===== config.mk =====
export PLATFORM = sky130hd
export DESIGN_NAME = broadcast_step_schedule
export DESIGN_NICKNAME = d
export VERILOG_FILES = /design/src/hdl/bss_pkg.sv /design/src/hdl/broadcast_step_schedule.sv /design/src/hdl/bss_ctrl.sv /design/src/hdl/bss_datapath.sv
export SDC_FILE = /design/constraint.sdc
export NUM_CORES = 1
export LEC_CHECK = 0
export ABC_AREA = 1
export BUFFER_PORTS_ARGS = -buffer_cell sky130_fd_sc_hd__buf_2
export CORE_MARGIN = 2
export CORE_UTILIZATION = 55
export CTS_BUF_LIST = sky130_fd_sc_hd__clkbuf_8
export DETAILED_ROUTE_END_ITERATION = 8
export GPL_TIMING_DRIVEN = 0
export PLACE_DENSITY = 0.86
export SLEW_MARGIN = 20
export SYNTH_ARGS = -nofsm -noshare
export SYNTH_HDL_FRONTEND = slang
export SYNTH_SLANG_ARGS = --single-unit

===== constraint.sdc =====
create_clock -name i_clk -period 5 [get_ports i_clk]
set_input_delay 0.25 -clock i_clk [delete_from_list [all_inputs] [get_ports i_clk]]
set_output_delay 0.25 -clock i_clk [all_outputs]
set_load 0.1 [all_outputs]

===== src/hdl/bss_pkg.sv =====
// Shared types and constants of the broadcast step scheduler.
`default_nettype none
package bss_pkg;

    localparam int RANK_W = 6;   // width of a rank index
    localparam int COUNT_W = 7;  // width of the rank count register
    localparam int STEP_W = 4;   // width of a step index
    localparam int SLICE_W = 6;  // width of slice counts and slice indexes
    localparam int BIT_W = 3;    // indexes a bit of a rank
    localparam logic [SLICE_W-1:0] MAX_OUT = 6'd32;

    // configuration register indexes
    localparam logic [1:0] CFG_RANK_COUNT = 2'd0;
    localparam logic [1:0] CFG_MY_RANK = 2'd1;
    localparam logic [1:0] CFG_ROOT_RANK = 2'd2;

    typedef enum logic [1:0] {
        ST_OK = 2'd0,
        ST_RANGE = 2'd1,
        ST_STEPS = 2'd2
    } t_status;

    typedef enum logic [2:0] {
        S_IDLE,
        S_MOD,
        S_PLAN_A,
        S_PLAN_B,
        S_LOAD,
        S_EMIT
    } t_state;

    typedef struct packed {
        logic take;
        logic mod_step;
        logic plan_a;
        logic plan_b;
        logic load_out;
        logic advance;
        logic emit;
    } t_cmd;

    typedef struct packed {
        logic mod_done;
        logic out_last;
    } t_stat;

endpackage
`default_nettype wire


===== src/hdl/broadcast_step_schedule.sv =====
// Broadcast step scheduler top level: stream ports, config port, sequencer and datapath.
// A step word is accepted, then the remainder pass walks each bit of a rank index,
// then plan A, plan B and the result load run before the first result word is valid.
// A step gives 1 to 32 result words; no new step word is taken before its last one,
// which go out one result word per cycle while the output side is ready.
// Reset: synchronous, active low; registers return to 4 ranks, rank 0, root 0.
`default_nettype none
module broadcast_step_schedule
    import bss_pkg::*;
#(
    parameter int MAX_RANKS = 16,
    parameter int MAX_STEPS = 8
) (
    input  wire logic               i_clk,
    input  wire logic               i_rst_n,
    input  wire logic               s_axis_tvalid,
    output logic                    s_axis_tready,
    input  wire logic [7:0]         s_axis_tdata,   // [3:0] step_index, [7:4] zero
    output logic                    m_axis_tvalid,
    input  wire logic               m_axis_tready,
    // [0] does_send, [1] does_receive, [7:2] send_peer, [13:8] receive_peer,
    // [19:14] send_slices, [25:20] receive_slices, [31:26] slice_number
    output logic [31:0]             m_axis_tdata,
    output logic [2:0]              m_axis_tuser,   // [1:0] status, [2] slice_valid
    output logic                    m_axis_tlast,
    input  wire logic               i_cfg_we,
    input  wire logic [1:0]         i_cfg_index,
    input  wire logic [COUNT_W-1:0] i_cfg_wdata
);

    t_cmd  w_cmd;
    t_stat w_stat;

    logic [1:0]         w_status;
    logic               w_does_send;
    logic               w_does_receive;
    logic [RANK_W-1:0]  w_send_peer;
    logic [RANK_W-1:0]  w_receive_peer;
    logic [SLICE_W-1:0] w_send_slices;
    logic [SLICE_W-1:0] w_receive_slices;
    logic [SLICE_W-1:0] w_slice_number;
    logic               w_slice_valid;

    bss_ctrl u_ctrl (
        .i_clk       (i_clk),
        .i_rst_n     (i_rst_n),
        .i_in_valid  (s_axis_tvalid),
        .o_in_ready  (s_axis_tready),
        .o_out_valid (m_axis_tvalid),
        .i_out_ready (m_axis_tready),
        .i_stat      (w_stat),
        .o_cmd       (w_cmd)
    );

    bss_datapath #(
        .MAX_RANKS (MAX_RANKS),
        .MAX_STEPS (MAX_STEPS)
    ) u_datapath (
        .i_clk            (i_clk),
        .i_rst_n          (i_rst_n),
        .i_cmd            (w_cmd),
        .o_stat           (w_stat),
        .i_step           (s_axis_tdata[STEP_W-1:0]),
        .i_cfg_we         (i_cfg_we),
        .i_cfg_index      (i_cfg_index),
        .i_cfg_wdata      (i_cfg_wdata),
        .o_status         (w_status),
        .o_does_send      (w_does_send),
        .o_does_receive   (w_does_receive),
        .o_send_peer      (w_send_peer),
        .o_receive_peer   (w_receive_peer),
        .o_send_slices    (w_send_slices),
        .o_receive_slices (w_receive_slices),
        .o_slice_number   (w_slice_number),
        .o_slice_valid    (w_slice_valid),
        .o_last           (m_axis_tlast)
    );

    assign m_axis_tdata = {w_slice_number, w_receive_slices, w_send_slices,
                           w_receive_peer, w_send_peer, w_does_receive, w_does_send};
    assign m_axis_tuser = {w_slice_valid, w_status};

endmodule
`default_nettype wire


===== src/hdl/bss_ctrl.sv =====
// Sequencer of the broadcast step scheduler: remainder pass, planning, result walk.
`default_nettype none
module bss_ctrl
    import bss_pkg::*;
(
    input  wire logic  i_clk,
    input  wire logic  i_rst_n,
    input  wire logic  i_in_valid,
    output logic       o_in_ready,
    output logic       o_out_valid,
    input  wire logic  i_out_ready,
    input  wire t_stat i_stat,
    output t_cmd       o_cmd
);

    t_state r_state;
    t_state n_state;

    always_ff @(posedge i_clk) begin
        if (!i_rst_n) begin
            r_state <= S_IDLE;
        end else begin
            r_state <= n_state;
        end
    end

    always_comb begin
        n_state = r_state;
        o_cmd = '0;
        o_in_ready = 1'b0;
        o_out_valid = 1'b0;
        unique case (r_state)
            S_IDLE: begin
                o_in_ready = 1'b1;
                if (i_in_valid) begin
                    o_cmd.take = 1'b1;
                    n_state = S_MOD;
                end
            end
            S_MOD: begin
                o_cmd.mod_step = 1'b1;
                if (i_stat.mod_done) begin
                    n_state = S_PLAN_A;
                end
            end
            S_PLAN_A: begin
                o_cmd.plan_a = 1'b1;
                n_state = S_PLAN_B;
            end
            S_PLAN_B: begin
                o_cmd.plan_b = 1'b1;
                n_state = S_LOAD;
            end
            S_LOAD: begin
                o_cmd.load_out = 1'b1;
                n_state = S_EMIT;
            end
            S_EMIT: begin
                o_out_valid = 1'b1;
                o_cmd.emit = 1'b1;
                if (i_out_ready) begin
                    // drop back to idle once the final word of the step is taken
                    if (i_stat.out_last) begin
                        n_state = S_IDLE;
                    end else begin
                        o_cmd.advance = 1'b1;
                    end
                end
            end
            default: begin
                n_state = S_IDLE;
            end
        endcase
    end

endmodule
`default_nettype wire


===== src/hdl/bss_datapath.sv =====
// Datapath of the broadcast step scheduler: registers, remainders, plan and slice walk.
`default_nettype none
module bss_datapath
    import bss_pkg::*;
#(
    parameter int MAX_RANKS = 16,
    parameter int MAX_STEPS = 8
) (
    input  wire logic               i_clk,
    input  wire logic               i_rst_n,
    input  wire t_cmd               i_cmd,
    output t_stat                   o_stat,
    input  wire logic [STEP_W-1:0]  i_step,
    input  wire logic               i_cfg_we,
    input  wire logic [1:0]         i_cfg_index,
    input  wire logic [COUNT_W-1:0] i_cfg_wdata,
    output logic [1:0]              o_status,
    output logic                    o_does_send,
    output logic                    o_does_receive,
    output logic [RANK_W-1:0]       o_send_peer,
    output logic [RANK_W-1:0]       o_receive_peer,
    output logic [SLICE_W-1:0]      o_send_slices,
    output logic [SLICE_W-1:0]      o_receive_slices,
    output logic [SLICE_W-1:0]      o_slice_number,
    output logic                    o_slice_valid,
    output logic                    o_last
);

    localparam logic [COUNT_W-1:0] MAX_RANKS_V = COUNT_W'(MAX_RANKS);
    localparam logic [4:0] MAX_STEPS_V = 5'(MAX_STEPS);

    // one compare and subtract: valid for values below twice the modulus
    function automatic logic [7:0] f_wrap(input logic [7:0] v, input logic [COUNT_W-1:0] n);
        logic [7:0] n8;
        n8 = {1'b0, n};
        f_wrap = (v >= n8) ? v - n8 : v;
    endfunction

    // configuration
    logic [COUNT_W-1:0] r_n;
    logic [RANK_W-1:0]  r_my;
    logic [RANK_W-1:0]  r_root;

    always_ff @(posedge i_clk) begin
        if (!i_rst_n) begin
            r_n <= 7'd4;
            r_my <= '0;
            r_root <= '0;
        end else if (i_cfg_we) begin
            case (i_cfg_index)
                CFG_RANK_COUNT: r_n <= i_cfg_wdata;
                CFG_MY_RANK:    r_my <= i_cfg_wdata[RANK_W-1:0];
                CFG_ROOT_RANK:  r_root <= i_cfg_wdata[RANK_W-1:0];
                default: ;
            endcase
        end
    end

    // restoring remainder, one bit of each rank per cycle
    logic [STEP_W-1:0]  r_step;
    logic [BIT_W-1:0]   r_bit;
    logic [COUNT_W-1:0] r_me_rem;
    logic [COUNT_W-1:0] r_root_rem;
    logic [7:0]         n_me_part;
    logic [7:0]         n_root_part;

    assign n_me_part = f_wrap({r_me_rem, r_my[r_bit]}, r_n);
    assign n_root_part = f_wrap({r_root_rem, r_root[r_bit]}, r_n);

    always_ff @(posedge i_clk) begin
        if (!i_rst_n) begin
            r_bit <= '0;
        end else if (i_cmd.take) begin
            r_bit <= BIT_W'(RANK_W - 1);
        end else if (i_cmd.mod_step) begin
            r_bit <= r_bit - 1'b1;
        end
    end

    always_ff @(posedge i_clk) begin
        if (i_cmd.take) begin
            r_step <= i_step;
            r_me_rem <= '0;
            r_root_rem <= '0;
        end else if (i_cmd.mod_step) begin
            r_me_rem <= n_me_part[COUNT_W-1:0];
            r_root_rem <= n_root_part[COUNT_W-1:0];
        end
    end

    // first planning stage: step count, checks, distance, window
    logic [COUNT_W-1:0] n_nm1;
    logic [3:0]         n_steps;
    logic [4:0]         n_steps2;
    logic [4:0]         n_exp_ag;
    logic [2:0]         n_exp;
    logic [7:0]         n_delta;
    logic [7:0]         n_cnt;
    logic [7:0]         n_dist;
    logic               n_scatter;
    logic               n_pow2;
    logic               n_final_scatter;
    t_status            n_status;

    assign n_nm1 = r_n - 1'b1;

    always_comb begin
        n_steps = '0;
        for (int i = 0; i < COUNT_W; i++) begin
            if (n_nm1[i]) begin
                n_steps = 4'(i + 1);
            end
        end
    end

    assign n_steps2 = {n_steps, 1'b0};
    assign n_scatter = r_step < n_steps;
    // allgather walks the exponents downwards
    assign n_exp_ag = n_steps2 - 5'd1 - {1'b0, r_step};
    assign n_exp = n_scatter ? r_step[2:0] : n_exp_ag[2:0];
    assign n_delta = 8'd1 << n_exp;
    assign n_cnt = ({1'b0, n_nm1} + n_delta) >> ({1'b0, n_exp} + 4'd1);
    assign n_dist = f_wrap(8'({2'b00, r_root_rem[RANK_W-1:0]}) + {1'b0, r_n}
                           - {2'b00, r_me_rem[RANK_W-1:0]}, r_n);
    assign n_pow2 = (r_n & n_nm1) == '0;
    assign n_final_scatter = ({1'b0, r_step} + 5'd1) == {1'b0, n_steps};

    always_comb begin
        if (r_n == '0 || r_n > MAX_RANKS_V || n_steps2 > MAX_STEPS_V) begin
            n_status = ST_STEPS;
        end else if ({1'b0, r_step} >= n_steps2) begin
            n_status = ST_RANGE;
        end else begin
            n_status = ST_OK;
        end
    end

    t_status    r_status;
    logic       r_scatter;
    logic [7:0] r_delta;
    logic [7:0] r_cnt;
    logic [7:0] r_dist;
    logic [7:0] r_active;

    always_ff @(posedge i_clk) begin
        if (i_cmd.plan_a) begin
            r_status <= n_status;
            r_scatter <= n_scatter;
            r_delta <= n_delta;
            r_cnt <= n_cnt;
            r_dist <= n_dist;
            r_active <= (!n_pow2 && n_final_scatter) ? {1'b0, r_n} - n_delta : n_delta;
        end
    end

    // second planning stage: roles, peers, counts, slice walk origin
    logic [7:0]         n_up;
    logic [7:0]         n_down;
    logic [7:0]         n_stride;
    logic [SLICE_W-1:0] n_count;
    logic [RANK_W-1:0]  r_me;

    assign r_me = r_me_rem[RANK_W-1:0];
    assign n_up = f_wrap({2'b00, r_me} + r_delta, r_n);
    assign n_down = f_wrap({2'b00, r_me} + {1'b0, r_n} - r_delta, r_n);
    assign n_stride = f_wrap({r_delta[6:0], 1'b0}, r_n);
    assign n_count = (r_cnt > {2'b00, MAX_OUT}) ? MAX_OUT : r_cnt[SLICE_W-1:0];

    logic               r_snd;
    logic               r_rcv;
    logic [RANK_W-1:0]  r_speer;
    logic [RANK_W-1:0]  r_rpeer;
    logic [SLICE_W-1:0] r_scnt;
    logic [SLICE_W-1:0] r_rcnt;
    logic [RANK_W-1:0]  r_start;
    logic [RANK_W-1:0]  r_stride;

    always_ff @(posedge i_clk) begin
        if (i_cmd.plan_b) begin
            r_snd <= 1'b0;
            r_rcv <= 1'b0;
            r_speer <= '0;
            r_rpeer <= '0;
            r_scnt <= '0;
            r_rcnt <= '0;
            r_start <= '0;
            r_stride <= '0;
            if (r_status == ST_OK) begin
                if (!r_scatter) begin
                    r_snd <= 1'b1;
                    r_rcv <= 1'b1;
                    r_speer <= n_up[RANK_W-1:0];
                    r_rpeer <= n_down[RANK_W-1:0];
                    r_scnt <= n_count;
                    r_rcnt <= n_count;
                    r_start <= r_me;
                    r_stride <= n_stride[RANK_W-1:0];
                end else if (r_dist < r_active) begin
                    r_snd <= 1'b1;
                    r_speer <= n_down[RANK_W-1:0];
                    r_scnt <= n_count;
                    r_start <= n_down[RANK_W-1:0];
                    r_stride <= n_stride[RANK_W-1:0];
                end else if (r_dist >= r_delta && r_dist < r_active + r_delta) begin
                    r_rcv <= 1'b1;
                    r_rpeer <= n_up[RANK_W-1:0];
                    r_rcnt <= n_count;
                end
            end
        end
    end

    // result register and slice walk
    logic               r_slice_valid;
    logic [RANK_W-1:0]  r_idx;
    logic [SLICE_W-1:0] r_num;
    logic               r_last;
    logic               n_has_slice;
    logic [7:0]         n_next_idx;

    assign n_has_slice = r_snd && (r_scnt != '0);
    assign n_next_idx = f_wrap({2'b00, r_idx} + {1'b0, r_n} - {2'b00, r_stride}, r_n);

    always_ff @(posedge i_clk) begin
        if (i_cmd.load_out) begin
            r_slice_valid <= n_has_slice;
            r_idx <= n_has_slice ? r_start : '0;
            r_num <= SLICE_W'(1);
            r_last <= !n_has_slice || (r_scnt == SLICE_W'(1));
        end else if (i_cmd.advance) begin
            r_idx <= n_next_idx[RANK_W-1:0];
            r_num <= r_num + 1'b1;
            r_last <= (r_num + 1'b1) == r_scnt;
        end
    end

    assign o_stat.mod_done = (r_bit == '0);
    assign o_stat.out_last = r_last;

    assign o_status = r_status;
    assign o_does_send = r_snd;
    assign o_does_receive = r_rcv;
    assign o_send_peer = r_speer;
    assign o_receive_peer = r_rpeer;
    assign o_send_slices = r_scnt;
    assign o_receive_slices = r_rcnt;
    assign o_slice_number = r_idx;
    assign o_slice_valid = r_slice_valid;
    assign o_last = r_last;

    a_rem_below_count: assert property (@(posedge i_clk) disable iff (!i_rst_n)
        (i_cmd.plan_a && r_n != '0) |-> (r_me_rem < r_n && r_root_rem < r_n))
        else $error("rank remainder not below rank count");

    a_slice_in_range: assert property (@(posedge i_clk) disable iff (!i_rst_n)
        (i_cmd.emit && r_slice_valid) |-> ({1'b0, r_idx} < r_n))
        else $error("slice index beyond rank count");

    a_error_single: assert property (@(posedge i_clk) disable iff (!i_rst_n)
        (i_cmd.emit && r_status != ST_OK) |-> (!r_snd && !r_rcv && r_last && !r_slice_valid))
        else $error("error answer is not a single empty word");

    a_last_matches_count: assert property (@(posedge i_clk) disable iff (!i_rst_n)
        (i_cmd.emit && r_slice_valid) |-> (r_num != '0 && r_last == (r_num == r_scnt)))
        else $error("last flag out of step with slice count");

endmodule
`default_nettype wire


Yosys cells after proc, flatten, opt, wreduce, memory -nomap -nowiden
Index checks and enable logic that the tools add are counted.
{ "totals": {"ff_bits": 130, "latchBits": 0, "ramBits": 0, "mem_bits_ro": 0, "input_bits": 22, "out_inout_bits": 38, "wordCells": 170, "mem_count": 0} }
{ "op_classes": {"add_sub_neg": 24, "multipliers": 0, "div": 0, "magnitude_cmp": 16, "n_eq_ne": 14, "n_shift": 2, "muxes": 63, "bitwise_logic": 2, "reduce_logical": 22} }
{ "ops": {"columns": ["cell", "count"], "rows": [
  ["6-bit two-way mux", 21],
  ["8-bit by 7-bit >= comparator with 1-bit output", 7],
  ["3-bit two-way mux", 11],
  ["6-bit by 7-bit adder with 8-bit output", 3],
  ["6-bit subtractor", 4],
  ["1-bit two-way mux", 21],
  ["3-bit case mux with 6 select lines", 1],
  ["8-bit less-than comparator", 2],
  ["8-bit two-way mux", 2],
  ["8-bit by 6-bit subtractor with 8-bit output", 2],
  ["7-bit logical NOT", 2],
  ["7-bit two-way mux", 2],
  ["7-bit subtractor", 2],
  ["6-bit by 8-bit adder with 8-bit output", 1],
  ["7-bit by 8-bit adder with 8-bit output", 1],
  ["8-bit adder", 1],
  ["8-bit >= comparator", 1],
  ["8-bit by 6-bit greater-than comparator with 1-bit output, second input constant", 1],
  ["1-bit by 3-bit left shift with 8-bit output, first input constant", 1],
  ["8-bit by 4-bit right shift with 8-bit output", 1],
  ["7-bit by 8-bit subtractor with 8-bit output", 1],
  ["8-bit by 7-bit subtractor with 8-bit output", 1],
  ["8-bit subtractor", 1],
  ["7-bit AND", 1],
  ["other kinds (34)", 52]
]} }

Longest topological paths before layout
{ "logic_depth": {"word_depth": 14, "depth_mapped": 34, "ltp_nobuf": 33} }

By module
Synthesis repeated with hierarchy kept, for this count alone.
{ "unflattened": {"cells_unflattened": 1364, "area_unflattened_um2": 11153.2} }
{ "modules_own_cells": {"columns": ["mod", "n_inst", "cells_each", "area_each_um2", "seq_area_each_um2"], "rows": [
  ["bss_datapath", 1, 1324, 10901.7, 3363.2],
  ["bss_ctrl", 1, 37, 229.0, 60.1],
  ["broadcast_step_schedule", 1, 3, 22.5, 0.0]
]} }

Worst setup path before layout
No wires, ideal clock.
{ "synth_timing": {"kind": "reg2reg", "startpoint": "register u_datapath.r_n[1]", "endpoint": "register u_datapath.r_cnt[5], data pin", "setup_ns": 0.138, "arrival_ns": 4.737, "required_time_ns": 4.862, "path_slack_ns": 0.125, "path_stages_with_launch": 31, "n_path_buf": 1, "synth_period_minus_slack_ns": 4.875, "path_cell_list": "dfxtp_1 inv_1 ha_1 nand2_1 ha_1 nand2_1 a21oi_1 nor2_1 ha_1 nand2_1 nand2_2 nand2_4 nand2_4 nand2_2 nand2_4 buf_6 nor2_1 inv_1 nor2_1 ha_1 inv_1 fa_1 o21ai_0 a21oi_1 nor2_1 nor2_1 xor2_1 or2_2 nand3_2 nand2_1 nor2_1"} }
{ "synth_via": {"elab_chain_len": 13, "elab_cells_between_ends": 15, "cone_classes": "add/sub (5); order compare (1); shift (2); mux (7)"} }
{ "synth_rtl": {"columns": ["element", "line_no", "text"], "rows": [
  ["from (decl)", "bss_datapath.sv:40", "logic [COUNT_W-1:0] r_n;"],
  ["from (signal assigned)", "bss_datapath.sv:51", "CFG_RANK_COUNT: r_n <= i_cfg_wdata;"],
  ["7-bit by 1-bit subtractor with 7-bit output (*)", "bss_datapath.sv:105", "assign n_nm1 = r_n - 1'b1;"],
  ["2-bit two-way mux (2 in series)", "bss_datapath.sv:110", "if (n_nm1[i]) begin"],
  ["3-bit two-way mux (3 in series)", "bss_datapath.sv:110", null],
  ["3-bit two-way mux (*)", "bss_datapath.sv:110", null],
  ["3-bit by 1-bit subtractor with 3-bit output", "bss_datapath.sv:119", "assign n_exp_ag = n_steps2 - 5'd1 - {1'b0, r_step};"],
  ["3-bit subtractor", "bss_datapath.sv:119", null],
  ["3-bit two-way mux (*)", "bss_datapath.sv:120", "assign n_exp = n_scatter ? r_step[2:0] : n_exp_ag[2:0];"],
  ["1-bit by 3-bit left shift with 8-bit output (*)", "bss_datapath.sv:121", "assign n_delta = 8'd1 << n_exp;"],
  ["named net u_datapath.n_delta[0]", "bss_datapath.sv:97", "logic [7:0] n_delta;"],
  ["7-bit by 8-bit adder with 8-bit output (*)", "bss_datapath.sv:122", "assign n_cnt = ({1'b0, n_nm1} + n_delta) >> ({1'b0, n_exp} + 4'd1);"],
  ["8-bit by 4-bit right shift with 8-bit output (*)", "bss_datapath.sv:122", null],
  ["to (signal assigned)", "bss_datapath.sv:150", "r_cnt <= n_cnt;"],
  ["to (decl)", "bss_datapath.sv:141", "logic [7:0] r_cnt;"]
]} }
Mark *: on every way through the listed nets, which the timed path passes. The rest lies on a longest branch.
A chain may end at the register's enable or synchronous reset.

Worst setup path in the final report
Ends and elaborated chain as after synthesis.

==> metrics <==
CTS tree=built; Hold Path Stages=3; Critical Path End Type=flop; DP Area=11740 um2; Yosys warning total=0; hold_sp=i_cfg_wdata[2]; Crit-path slowest cell=fa_1; Worst Hold End=u_datapath.r_n[2]; GRT Util Overall=0.2570; GPL Wtd Cong=0.8922; Residual DRC=0; Total Die Area=21300 um2; Critical Path RT=5310 ps; Post-synth EDFFs=84; fraction of layout cells with a size suffix above 1=0.1205; RR Endpoint=u_datapath.r_cnt[5]; Most used DFF post-synth=edfxtp_1; Starting Density=0.5657; Slew headroom=0.5312; Hold Slack=between 50 and 60 ps; clk_skew=roughly 26 ps; Layout Nets=1661; first-pass GRT wire length=44320 um; Buffers on Ports=55; Routed Antenna Nets=0; Max IR drop VDD=0.0003132 V; share of flip-flops with an asynchronous set or reset=0; syn nets=1570; core box area=19590 um2; count of cell types in the netlist=52; top-level port count=60; crit path kind=reg -> reg; FP Rows=roughly 50; worst-margin pin slew=700.6 ps; synthesized flop and latch total=129; top cell type's share of synthesized area=0.2276; CP Max Fanout=10; Area Overhead vs Synth=10.91%; startpoint types=flop; Peak Freq=212.0 MHz; Hold Crit Class=in -> reg; CP delay by family, top=simple AND/OR/NAND/NOR gates; Critical Path Max Stage Delay=approximately 400 ps; Final Hold Fails=0; First-pass DRT Iterations=6; post-DR wirelength/cell=~16 um; cells after synthesis=1373; DIE WIDTH=145.9 um; # diodes=0; Longest Clk Path Bufs=2; final instance area=approximately 12000 um2; CTS root buffer=clkbuf_8; DRT iter0 DRCs=700; period utilisation layout=0.9434; vias in the first global route=9276; RR Startpoint=u_datapath.r_n[1]; sequential share of the synthesized area=0.3089; Leak Pwr=5.815 nW; Mapped Area=11080 um2; status=finished, final reports clean; Area contributors post-synth=edfxtp_1 23%, ha_1 16%, dfxtp_1 8.1%; mean post-synth cell area=8.071 um2; max cap viols=0; Worst-path clk slew=80 ps; CP Buf/Inv Count=4; vias per cell=5.551; Clock Sinks=129; R2R cell count=29; power per cell area=692.1 nW/um2; min Tclk post-route=4717 ps; Yosys top cell by area=edfxtp_1; total chip power=around 8.5 mW; Core Util, Final=0.6274; vias=approximately 9700; fin. max-slew vios=0; H-tree depth=4; grt total ovfl=0; Setup-failing EPs final=0; final wirelength=27380 um; initial antenna violation count=0; CTS buffer count=17; Arr. time, crit path=5030 ps; reg2reg setup slack=280 ps; worst skew pair latency=between 400 and 500 ps; DP HPWL=20250 um; die height=145.9 um; pin count of the biggest net entering global routing=31
cell families (layout without fill, tap and decap cells):
group                      count (synthesis)  after routing  synth area share
adders and majority gates                175            175            0.2172
buffers and inverters                    245            349           0.08750
DFF                                      129            129            0.3089
xor gates and xnor gates                  72             72           0.05758
muxes                                      1              1         0.0009033
and+or+nand+nor                          480            480            0.1953
AOI/OAI and AO/OA                        271            271            0.1326
cell usage after synthesis (all sizes together), types with 4 or more instances:
cell type  number
or2             9
o22ai           7
edfxtp         84
buf             9
xnor2          23
nand3          75
o211ai          6
xor2           49
a21oi         133
inv           221
nand4          15
nand2         236
nor4            4
nor2          117
clkbuf         12
a211oi          8
fa             29
ha            146
a31oi           5
o21ai          97
nor3           19
dfxtp          45
worst max-delay path by stage:
stage	from	end	slack, ps	cells after the start
4_1_cts	u_datapath.r_n[0]	u_datapath.r_cnt[5]	60	30
6_report	u_datapath.r_n[1]	u_datapath.r_cnt[5]	280	29
5_1_grt	u_datapath.r_n[1]	u_datapath.r_cnt[0]	-50	31
3_5_place_dp	u_datapath.r_n[1]	u_datapath.r_cnt[5]	-1180	30
2_1_floorplan	u_datapath.r_n[1]	u_datapath.r_cnt[5]	130	30
3_3_place_gp	u_datapath.r_n[1]	u_datapath.r_cnt[5]	-1130	30
report_power, final:
group / switching (mW) / internal (mW) / leakage (nW)
registers: 0.258 / 1.55 / 1.15
clock network: 0.471 / 0.360 / 0.170
logic: 3.74 / 2.13 / 4.49
layer usage:
| layer | part of all wire | vias to the layer above | GRT usage |
|---|---|---|---|
| met2 | 0.48 | 395 | 0.4396 |
| li1 | - | 4783 | - |
| met4 | 0.028 | 0 | 0.09902 |
| met1 | 0.41 | 4425 | 0.3257 |
| met3 | 0.076 | 67 | 0.04326 |
| met5 | 0 | - | 0 |
stage by stage:
step | setup TNS (ps) | instances | worst slack, ps
after floorplan | 0 | 1373 | 125.4
after global placement | -9470 | 1693 | -1126
after detailed placement | -11050 | 1695 | -1184
after CTS | 0 | 1740 | 64.06
after global routing | -126.5 | 1742 | -47.21
final | 0 | 1742 | 282.8
final cells by class:
cell class | count | area, um2
Multi-Input combinational cell | 999 | 6749
Timing Repair Buffer | 72 | 437.9
Tap cell | 265 | 331.6
Buffer | 21 | 126.4
Inverter | 224 | 862.1
Clock buffer | 18 | 247.7
Fill cell | 1589 | 7300
Clock inverter | 14 | 105.1
Sequential cell | 129 | 3431
state kept, by name (all words and copies together), names as in the netlist, 7 cells and up:
| name | cells |
|---|---|
| u_datapath.r_active | 8 |
| u_datapath.r_cnt | 7 |
| u_datapath.r_delta | 8 |
| u_datapath.r_dist | 8 |
| u_datapath.r_me_rem | 7 |
| u_datapath.r_n | 7 |
| u_datapath.r_root_rem | 7 |
layout by cell type (no fill, tap or decap), types with 43 or more instances in the layout:
| master | instances |
|---|---|
| a21oi_1 | 131 |
| inv_1 | 211 |
| o21ai_0 | 80 |
| buf_2 | 57 |
| nand3_1 | 64 |
| ha_1 | 144 |
| dfxtp_1 | 43 |
| xor2_1 | 48 |
| nand2_1 | 218 |
| nor2_1 | 107 |
| edfxtp_1 | 84 |
tightest hold or removal path, stage by stage:
cell	delay, ps
buf_2	110
nand2_1	60
o211ai_1	70
timing repair:
action / 4_1_cts / 5_1_grt
endpoints found under the hold margin: 4 / 0
resized for setup: 11 / 10
pin swaps: 0 / 0
buffers inserted: 9 / 2
endpoints found under the setup margin: 16 / 7
hold buffers: 4 / 0
Note: power is estimated with default switching activity, not from simulation.
